--- config.mk ---
export PLATFORM = sky130hd
export DESIGN_NAME = codebook_int8_group_dot
export DESIGN_NICKNAME = d
export VERILOG_FILES = /design/src/rtl/core/cbgd_pkg.sv /design/src/rtl/core/cbgd_lane.sv /design/src/rtl/core/cbgd_merge.sv /design/src/rtl/core/codebook_int8_group_dot.sv
export SDC_FILE = /design/constraint.sdc
export NUM_CORES = 1
export LEC_CHECK = 0
export ABC_AREA = 1
export BUFFER_PORTS_ARGS = -buffer_cell sky130_fd_sc_hd__buf_2
export CAP_MARGIN = 20
export CORE_MARGIN = 1.5
export CORE_UTILIZATION = 25
export CTS_CLUSTER_DIAMETER = 80
export CTS_CLUSTER_SIZE = 30
export DETAILED_ROUTE_END_ITERATION = 10
export GPL_ROUTABILITY_DRIVEN = 0
export SETUP_SLACK_MARGIN = 0.2
export SKIP_LAST_GASP = 1
export SLEW_MARGIN = 15
export SYNTH_ARGS = -nofsm -noshare
export SYNTH_HDL_FRONTEND = slang
export SYNTH_SLANG_ARGS = --single-unit
--- constraint.sdc ---
create_clock -name clk -period 15.2 [get_ports clk]
set_input_delay 1.52 -clock clk [delete_from_list [all_inputs] [get_ports clk]]
set_output_delay 1.52 -clock clk [all_outputs]
set_load 0.02 [all_outputs]
--- src/rtl/core/cbgd_pkg.sv ---
// shared types, constants and the centroid lookup for the codebook group dot product
`timescale 1ns / 1ps
package cbgd_pkg;

  localparam int NUM_LANES     = 4;
  localparam int ACT_W         = 8;
  localparam int CODE_W        = 4;
  localparam int CENT_W        = 8;
  localparam int TABLE_ENTRIES = 16;
  localparam int TABLE_W       = TABLE_ENTRIES * CENT_W;
  localparam int PROD_W        = ACT_W + CENT_W;
  localparam int PSUM_W        = PROD_W + 2;
  localparam int SUM_W         = 32;
  localparam int CFG_IDX_W     = 2;
  localparam int CFG_DATA_W    = 64;

  typedef enum logic [CFG_IDX_W-1:0] {
    REG_CODE_WIDTH_MODE = 2'd0,
    REG_TABLE_LOW       = 2'd1,
    REG_TABLE_HIGH      = 2'd2
  } cfg_reg_t;

  typedef enum logic {
    MODE_2BIT = 1'b0,
    MODE_4BIT = 1'b1
  } code_mode_t;

  typedef logic signed [PROD_W-1:0] prod_t;

  // control of the product stage as seen by the merge stage
  typedef struct packed {
    logic valid;
    logic last;
  } stage_ctl_t;

  function automatic logic signed [CENT_W-1:0] centroid_at(
    input logic [TABLE_W-1:0] tbl,
    input logic [CODE_W-1:0]  code
  );
    return tbl[code*CENT_W +: CENT_W];
  endfunction

endpackage

--- src/rtl/core/cbgd_lane.sv ---
// one lane: centroid lookup and signed multiply with the activation, registered
`timescale 1ns / 1ps
module cbgd_lane (
  input  logic                                  clk,
  input  logic                                  load,
  input  logic [cbgd_pkg::CODE_W-1:0]           code,
  input  logic signed [cbgd_pkg::ACT_W-1:0]     act,
  input  logic [cbgd_pkg::TABLE_W-1:0]          centroid_table,
  output cbgd_pkg::prod_t                       prod_r
);

  logic signed [cbgd_pkg::CENT_W-1:0] centroid;
  cbgd_pkg::prod_t                    prod_nxt;

  always_comb begin
    centroid = cbgd_pkg::centroid_at(centroid_table, code);
    prod_nxt = cbgd_pkg::PROD_W'(centroid) * cbgd_pkg::PROD_W'(act);
  end

  always_ff @(posedge clk) begin
    if (load) begin
      prod_r <= prod_nxt;
    end
  end

endmodule

--- src/rtl/core/cbgd_merge.sv ---
// merge stage: adds the lane products into the running sum and holds the result register
`timescale 1ns / 1ps
module cbgd_merge (
  input  logic                                   clk,
  input  logic                                   rst_n,
  input  cbgd_pkg::stage_ctl_t                   s1,
  input  cbgd_pkg::prod_t [cbgd_pkg::NUM_LANES-1:0] prods,
  output logic                                   s1_take,
  output logic                                   out_valid_r,
  input  logic                                   out_ready,
  output logic [cbgd_pkg::SUM_W-1:0]             out_data_r
);

  logic [cbgd_pkg::SUM_W-1:0]          sum_r, sum_nxt;
  logic                                out_valid_nxt;
  logic signed [cbgd_pkg::PSUM_W-1:0]  lane_sum;
  logic [cbgd_pkg::SUM_W-1:0]          acc;
  logic                                emit;

  always_comb begin
    lane_sum = '0;
    for (int k = 0; k < cbgd_pkg::NUM_LANES; k++) begin
      lane_sum = lane_sum + cbgd_pkg::PSUM_W'(prods[k]);
    end
    acc = sum_r + cbgd_pkg::SUM_W'(lane_sum);
  end

  // a non-last item never needs the result register
  always_comb begin
    s1_take = s1.valid && (!s1.last || !out_valid_r || out_ready);
    emit    = s1_take && s1.last;
    sum_nxt = sum_r;
    if (s1_take) begin
      sum_nxt = s1.last ? '0 : acc;
    end
    out_valid_nxt = out_valid_r;
    if (emit) begin
      out_valid_nxt = 1'b1;
    end else if (out_ready) begin
      out_valid_nxt = 1'b0;
    end
  end

  always_ff @(posedge clk) begin
    if (!rst_n) begin
      sum_r       <= '0;
      out_valid_r <= 1'b0;
    end else begin
      sum_r       <= sum_nxt;
      out_valid_r <= out_valid_nxt;
    end
  end

  always_ff @(posedge clk) begin
    if (emit) begin
      out_data_r <= acc;
    end
  end

  a_clear_after_emit: assert property (@(posedge clk) disable iff (!rst_n)
    emit |=> sum_r == '0)
    else $error("running sum not cleared after group end");

  a_emit_value: assert property (@(posedge clk) disable iff (!rst_n)
    emit |=> out_data_r == $past(acc))
    else $error("group sum not captured");

  a_no_overwrite: assert property (@(posedge clk) disable iff (!rst_n)
    emit |-> (!out_valid_r || out_ready))
    else $error("pending result overwritten");

  a_valid_source: assert property (@(posedge clk) disable iff (!rst_n)
    $rose(out_valid_r) |-> $past(emit))
    else $error("result valid without a group end");

endmodule

--- src/rtl/core/codebook_int8_group_dot.sv ---
// top level: config registers, code unpacking, four product lanes and the merge stage
//
//  channel | dir | handshake              | payload
//  in_     | in  | in_tvalid / in_tready  | tdata packed_byte, act_0..act_3; tlast last_in_group
//  out_    | out | out_tvalid / out_tready| tdata group_sum
//  cfg_    | in  | cfg_valid / cfg_ready  | cfg_index, cfg_data
//
// one item per cycle while no group end waits on a stalled result: four lanes multiply in parallel
// into registered products, and the merge stage adds them and registers each group sum in its result register.
// synchronous active-low reset clears the running sum, config registers and valid flags.
// a stalled result holds only an item that ends a group; items behind it wait, other items keep flowing.
`timescale 1ns / 1ps
module codebook_int8_group_dot (
  input  logic                                clk,
  input  logic                                rst_n,
  input  logic                                in_tvalid,
  output logic                                in_tready,
  input  logic [39:0]                         in_tdata,   // packed_byte, act_0, act_1, act_2, act_3
  input  logic                                in_tlast,   // last_in_group
  output logic                                out_tvalid,
  input  logic                                out_tready,
  output logic [31:0]                         out_tdata,  // group_sum
  input  logic                                cfg_valid,
  output logic                                cfg_ready,
  input  logic [cbgd_pkg::CFG_IDX_W-1:0]      cfg_index,
  input  logic [cbgd_pkg::CFG_DATA_W-1:0]     cfg_data
);

  logic                              mode_r;
  logic [cbgd_pkg::CFG_DATA_W-1:0]   table_low_r, table_high_r;
  logic [cbgd_pkg::TABLE_W-1:0]      centroid_table;
  cbgd_pkg::stage_ctl_t              s1_r, s1_nxt;
  logic                              s1_take;
  logic                              load;
  logic [7:0]                        packed_byte;
  logic [cbgd_pkg::CODE_W-1:0]       codes [cbgd_pkg::NUM_LANES];
  logic signed [cbgd_pkg::ACT_W-1:0] acts  [cbgd_pkg::NUM_LANES];
  cbgd_pkg::prod_t [cbgd_pkg::NUM_LANES-1:0] prods;

  assign cfg_ready      = 1'b1;
  assign centroid_table = {table_high_r, table_low_r};
  assign packed_byte    = in_tdata[7:0];

  always_ff @(posedge clk) begin
    if (!rst_n) begin
      mode_r       <= cbgd_pkg::MODE_2BIT;
      table_low_r  <= '0;
      table_high_r <= '0;
    end else if (cfg_valid) begin
      unique case (cfg_index)
        cbgd_pkg::REG_CODE_WIDTH_MODE: mode_r       <= cfg_data[0];
        cbgd_pkg::REG_TABLE_LOW:       table_low_r  <= cfg_data;
        cbgd_pkg::REG_TABLE_HIGH:      table_high_r <= cfg_data;
        default: ;
      endcase
    end
  end

  // unpack codes; in 4-bit mode the upper two lanes see a zero activation
  always_comb begin
    for (int k = 0; k < cbgd_pkg::NUM_LANES; k++) begin
      if (mode_r == cbgd_pkg::MODE_4BIT) begin
        codes[k] = (k < 2) ? packed_byte[(k & 1)*4 +: 4] : '0;
        acts[k]  = (k < 2) ? in_tdata[8 + k*8 +: 8] : '0;
      end else begin
        codes[k] = {2'b00, packed_byte[k*2 +: 2]};
        acts[k]  = in_tdata[8 + k*8 +: 8];
      end
    end
  end

  assign in_tready = !s1_r.valid || s1_take;
  assign load      = in_tvalid && in_tready;

  always_comb begin
    s1_nxt = s1_r;
    if (load) begin
      s1_nxt.valid = 1'b1;
      s1_nxt.last  = in_tlast;
    end else if (s1_take) begin
      s1_nxt.valid = 1'b0;
    end
  end

  always_ff @(posedge clk) begin
    if (!rst_n) begin
      s1_r <= '0;
    end else begin
      s1_r <= s1_nxt;
    end
  end

  for (genvar g = 0; g < cbgd_pkg::NUM_LANES; g++) begin : g_lane
    cbgd_lane u_lane (
      .clk            (clk),
      .load           (load),
      .code           (codes[g]),
      .act            (acts[g]),
      .centroid_table (centroid_table),
      .prod_r         (prods[g])
    );
  end

  cbgd_merge u_merge (
    .clk         (clk),
    .rst_n       (rst_n),
    .s1          (s1_r),
    .prods       (prods),
    .s1_take     (s1_take),
    .out_valid_r (out_tvalid),
    .out_ready   (out_tready),
    .out_data_r  (out_tdata)
  );

endmodule
==> results of run 1 <==
metrics by stage:
stage	instance area [um2]	hold slack [ns]	utilization	worst slack, ns	std cells
after floorplan	24700	0.449	-	9.08	3214
after global placement	26700	0.458	0.272	7.98	4556
after detailed placement	26800	0.463	0.272	7.89	4557
after CTS	27600	0.476	0.280	8.37	4594
after global routing	27600	0.493	0.281	8.10	4596
final	27600	0.474	0.281	8.44	4596
cell usage after synthesis (all sizes together), types with 6 or more instances:
library cell | number | area share
a21o | 11 | 0.0033
a21oi | 245 | 0.050
a31oi | 14 | 0.0035
and2 | 13 | 0.0033
buf | 26 | 0.0065
clkbuf | 76 | 0.012
dfxtp | 164 | 0.13
edfxtp | 96 | 0.12
fa | 254 | 0.21
ha | 171 | 0.087
inv | 593 | 0.090
nand2 | 549 | 0.084
nand3 | 145 | 0.029
nand3b | 9 | 0.0027
nor2 | 384 | 0.059
nor3 | 16 | 0.0032
o211ai | 39 | 0.012
o21ai | 279 | 0.057
o21bai | 6 | 0.0018
xnor2 | 42 | 0.015
xor2 | 55 | 0.019
critical path, delay by kind of cell:
| family | cells | cell delay (ns) |
|---|---|---|
| AO/OA/AOI/OAI | 3 | 0.46 |
| XOR/XNOR | 1 | 0.09 |
| adder cells (fa/ha/maj) | 5 | 2.32 |
| buffers and inverters | 7 | 1.35 |
| AND/OR/NAND/NOR | 8 | 1.32 |
logic make-up after synthesis:
kind of cell / share of synthesized area
and+or+nand+nor: 0.183
buffers and inverters: 0.108
AOI/OAI and AO/OA: 0.132
adders and majority gates: 0.292
DFF: 0.249
xor gates and xnor gates: 0.0343
other: 0.000152
registers in the layout, summed over array words and instances, names as in the netlist:
signal	flops
table_high_r	64
u_merge.out_valid_r	1
g_lane.u_lane.prod_r	64
table_low_r	64
u_merge.out_data_r	32
u_merge.sum_r	32
mode_r	1
s1_r	2
layer usage:
metal,vias to the layer above,share of wire,global-route usage
li1,10318,-,-
met1,9838,0.45,0.189
met2,591,0.46,0.235
met3,124,0.052,0.0184
met4,6,0.036,0.0466
met5,-,0.00040,0
layout make-up:
cell class / instances / share of cell area
Multi-Input combinational cell: 2256 / 0.576
Sequential cell: 260 / 0.223
Inverter: 596 / 0.0810
Tap cell: 1287 / 0.0583
Timing Repair Buffer: 160 / 0.0320
Clock buffer: 23 / 0.0197
Clock inverter: 14 / 0.00934
how the worst max path moves through the flow:
stage | from | endpoint | slack, ns | depth (start not counted)
after floorplan | in_tdata[4] | g_lane[2].u_lane.prod_r[14] | 9.08 | 24
after global placement | in_tdata[2] | g_lane[1].u_lane.prod_r[13] | 7.98 | 25
after detailed placement | in_tdata[5] | g_lane[1].u_lane.prod_r[12] | 7.89 | 24
after CTS | mode_r | g_lane[1].u_lane.prod_r[12] | 8.37 | 23
after global routing | mode_r | g_lane[1].u_lane.prod_r[13] | 8.10 | 25
final | in_tdata[5] | g_lane[1].u_lane.prod_r[12] | 8.44 | 24
==> impl_metrics.ini, run 1 <==
[layout]
drive_gt1_frac = 0.0686
fin_nets = 3832
final_cell_mix = inv_1 (582), nand2_1 (538), nor2_1 (381)
area_delta_synth_final_pct = 11.6
diodes = 0
fillCellCount = 10718
regArea_um2 = 6170
multi_input_area_um2 = 15900
layout_commonest_cell = inv_1

[cts]
cts-resized-gates = 0
worstSkewPairLatency_ns = 0.60
clk_pin_slew_ns = 0.08
cts.sinks = 260
postCtsSetupBuffers = 0
ctsHtreeMaxLevel = 1
numCtsBuffers = 21
clockBufferDepth = 3
hold_buffers = 0
root_buffer = clkbuf_16
cts_tree = yes

[setup_path]
rrSetupSlack_ns = 8.44
crit_required_ns = 15.50
critPathCaptureType = flop
cp_slowest_stage_delay_ns = 0.58
r2r_start = mode_r
r2r-end = g_lane[1].u_lane.prod_r[12]
critPathSlowestCell = inv_1
crit_path_max_fanout = 34
cp_cell_sequence = buf_2 -> nand2_1 -> o21ai_2 -> buf_4 -> inv_1 -> nand2_1 -> nand3_1 -> nand3_1 -> nand2_2 -> nor2_1 -> inv_1 -> fa_1 -> inv_1 -> fa_1 -> fa_1 -> inv_1 -> fa_1 -> inv_1 -> ha_1 -> nand2_1 -> nor3_1 -> a21oi_1 -> o21ai_0 -> xor2_1
worstPathArrival_ns = 7.07
path_common_cell = inv_1
critPathKind = in -> reg
startpoint_type = primary input
reg2reg_depth = 25

[floorplan]
fp.coreArea_um2 = 98300
die_x_um = 318
die_h_um = 318
initial_core_util = 0.252
dieArea_um2 = 101000
io_pins = 147
rows = 115

[sta]
worstMarginPinSlew_ns = 1.08
timing.final.crit_share = 0.445
relSlewSlack = 0.277
rsz0062_at_grt = false
setup_violations = 0
tns_ns = 0
drv_slew = 0
finalHoldViolCount = 0
min_period_ns = 6.76
finClkSkew_ns = 0.0556
fmax_mhz = 148

[global_routing]
grt_pass1_vias = 20415
antenna_found_initial = 10
overflow = 0
grt_pass1_wl_mm = 114
grt_max_degree = 129
grt_usage = 0.141

[hold_path]
whs_endpoint = u_merge.sum_r[11]
whs_path_depth = 2
hold_start = u_merge.sum_r[11]
hold_class = reg -> reg

[logic_synthesis]
ys.flop_type = dfxtp_1
syn_avg_cell_area_um2 = 7.70
seq_area_frac_synth = 0.249
synth_cell_types = 41
netlist_instances = 3214
ys_warn_count = 0
synth_edf_count = 96
synth_nets = 3751
synth_area_um2 = 24700
synth-async-reset-ratio = 0
ys_ff_latch = 260

[route]
routed_via_density = 4.54
drt_pass1_iterations = 6
routed_wl_mm = 71.6
routedWlPerCell_um = 15.6
drc_errors = 0
via_count = 20877
ant_nets = 0
drt-initial-drc-count = 1571

[place]
port-buffer-count = 145
hpwlAfterDp_mm = 57.6

[outcome]
status = finished, final reports clean

[run]
max_cap_violations = 0
Power of run 1 is left out: the tool's default activity adds up to more than one toggle a clock period on the data nets, which glitch-free logic cannot reach.
==> run 2: changes to the inputs <==
- clock period: 15.2 -> 7.05 ns (I/O delays scaled with it)
==> run 2 against run 1 <==
Against the previous run: die area is the same; non-clock buffer count increased by 4; final cell count up 0.11%; worst setup slack lost 7.4 ns; count of clock-buffer cells in the layout unchanged; critical path depth rose by 1; worst hold slack got worse by 0.13 ns; first-iteration DRC count grew 19%; critical path type is now reg -> reg.
==> impl_metrics.ini, run 2 (synthesis gave the netlist of run 1 again) <==
[sta]
timing.final.crit_share = 0.857
finalHoldViolCount = 0
worstMarginPinSlew_ns = 0.920
finClkSkew_ns = 0.0328
relSlewSlack = 0.386
fmax_mhz = 165
rsz0062_at_grt = false
tns_ns = 0
min_period_ns = 6.04
setup_violations = 0
drv_slew = 0

[place]
hpwlAfterDp_mm = 58.2
port-buffer-count = 145

[setup_path]
rrSetupSlack_ns = 1.01
r2r_start = mode_r
crit_required_ns = 7.39
worstPathArrival_ns = 6.38
critPathKind = reg -> reg
r2r-end = g_lane[1].u_lane.prod_r[12]
critPathCaptureType = flop
crit_path_max_fanout = 128
startpoint_type = flop
reg2reg_depth = 25

[cts]
hold_buffers = 0
postCtsSetupBuffers = 0
cts.sinks = 260
clk_pin_slew_ns = 0.09
clockBufferDepth = 3
ctsHtreeMaxLevel = 1
worstSkewPairLatency_ns = 0.58
cts_tree = yes
root_buffer = clkbuf_16
cts-resized-gates = 0
numCtsBuffers = 21

[floorplan]
dieArea_um2 = 101000
die_h_um = 318
fp.coreArea_um2 = 98300
io_pins = 147
initial_core_util = 0.252
die_x_um = 318
rows = 115

[layout]
area_delta_synth_final_pct = 11.7
diodes = 0
fin_nets = 3836
final_cell_mix = inv_1 (582), nand2_1 (538), nor2_1 (381)
drive_gt1_frac = 0.0700
reg_top3 = g_lane.u_lane.prod_r (64), table_high_r (64), table_low_r (64)
layout_commonest_cell = inv_1

[outcome]
status = finished, final reports clean

[route]
routed_via_density = 4.55
via_count = 20946
routed_wl_mm = 71.8
routedWlPerCell_um = 15.6
drt_pass1_iterations = 8
ant_nets = 0
drt-initial-drc-count = 1869
drc_errors = 0

[hold_path]
whs_path_depth = 3
hold_start = in_tlast
hold_class = in -> reg
whs_endpoint = s1_r[0]

[global_routing]
overflow = 0
grt_pass1_vias = 20391
grt_pass1_wl_mm = 114
grt_max_degree = 129
antenna_found_initial = 11
grt_usage = 0.141

[run]
max_cap_violations = 0
[run 2: cell count changes in the layout (fill, tap and decap cells not counted)]
cell,change
buf_4,+5
clkinv_2,+1
inv_8,-1
inv_6,-2
clkbuf_8,-1
buf_16,-1
clkinv_8,+4
clkbuf_4,+1
inv_16,-1
[run 2: worst max-delay path, stage by stage (launching register included)]
cell,delay [ns]
dfxtp_1,0.41
inv_2,0.43
nand2_1,0.18
o21ai_4,0.11
buf_12,0.37
nand2_1,0.09
o21ai_1,0.09
nand2_1,0.07
nand3_1,0.16
nand3_1,0.16
nand2_2,0.20
nor2_1,0.09
fa_1,0.54
inv_1,0.06
fa_1,0.53
inv_1,0.05
fa_1,0.47
inv_1,0.05
fa_1,0.47
inv_1,0.04
ha_1,0.36
inv_1,0.08
nor3_1,0.28
a21oi_1,0.16
o21ai_0,0.22
xor2_1,0.09
[run 2: worst max-delay path by stage]
stage	from	endpoint
5_1_grt	mode_r	g_lane[1].u_lane.prod_r[13]
2_1_floorplan	in_tdata[4]	g_lane[2].u_lane.prod_r[14]
3_5_place_dp	in_tdata[2]	g_lane[0].u_lane.prod_r[13]
3_3_place_gp	in_tdata[2]	g_lane[0].u_lane.prod_r[13]
4_1_cts	mode_r	g_lane[1].u_lane.prod_r[12]
6_report	mode_r	g_lane[1].u_lane.prod_r[12]
[run 2: layout make-up]
type	count	area (um2)
inverter	596	2240
multi-input combinational	2256	15900
tap	1287	1610
clock buffer	23	537
timing repair buffer	164	893
fill	10732	70600
clock inverter	15	279
sequential	260	6170
[run 2: per-stage QoR]
step | cell area (um2) | std cells | hold slack [ns] | setup slack (ns) | utilization
after global routing | 27600 | 4601 | 0.333 | 0.550 | 0.281
after global placement | 26800 | 4562 | 0.458 | 0.919 | 0.273
after floorplan | 24700 | 3214 | 0.449 | 1.75 | -
final | 27600 | 4601 | 0.341 | 1.01 | 0.281
after detailed placement | 26800 | 4563 | 0.460 | 0.859 | 0.273
after CTS | 27600 | 4601 | 0.301 | 1.07 | 0.281
[run 2: layer usage]
| metal | global-route usage | up-vias | wire length (um) |
|---|---|---|---|
| met5 | 0 | - | 25 |
| met4 | 0.0400 | 4 | 2310 |
| met3 | 0.0217 | 127 | 3980 |
| met2 | 0.238 | 626 | 32900 |
| met1 | 0.186 | 9870 | 32600 |
| li1 | - | 10319 | - |
Power of run 2 is left out for the same reason.
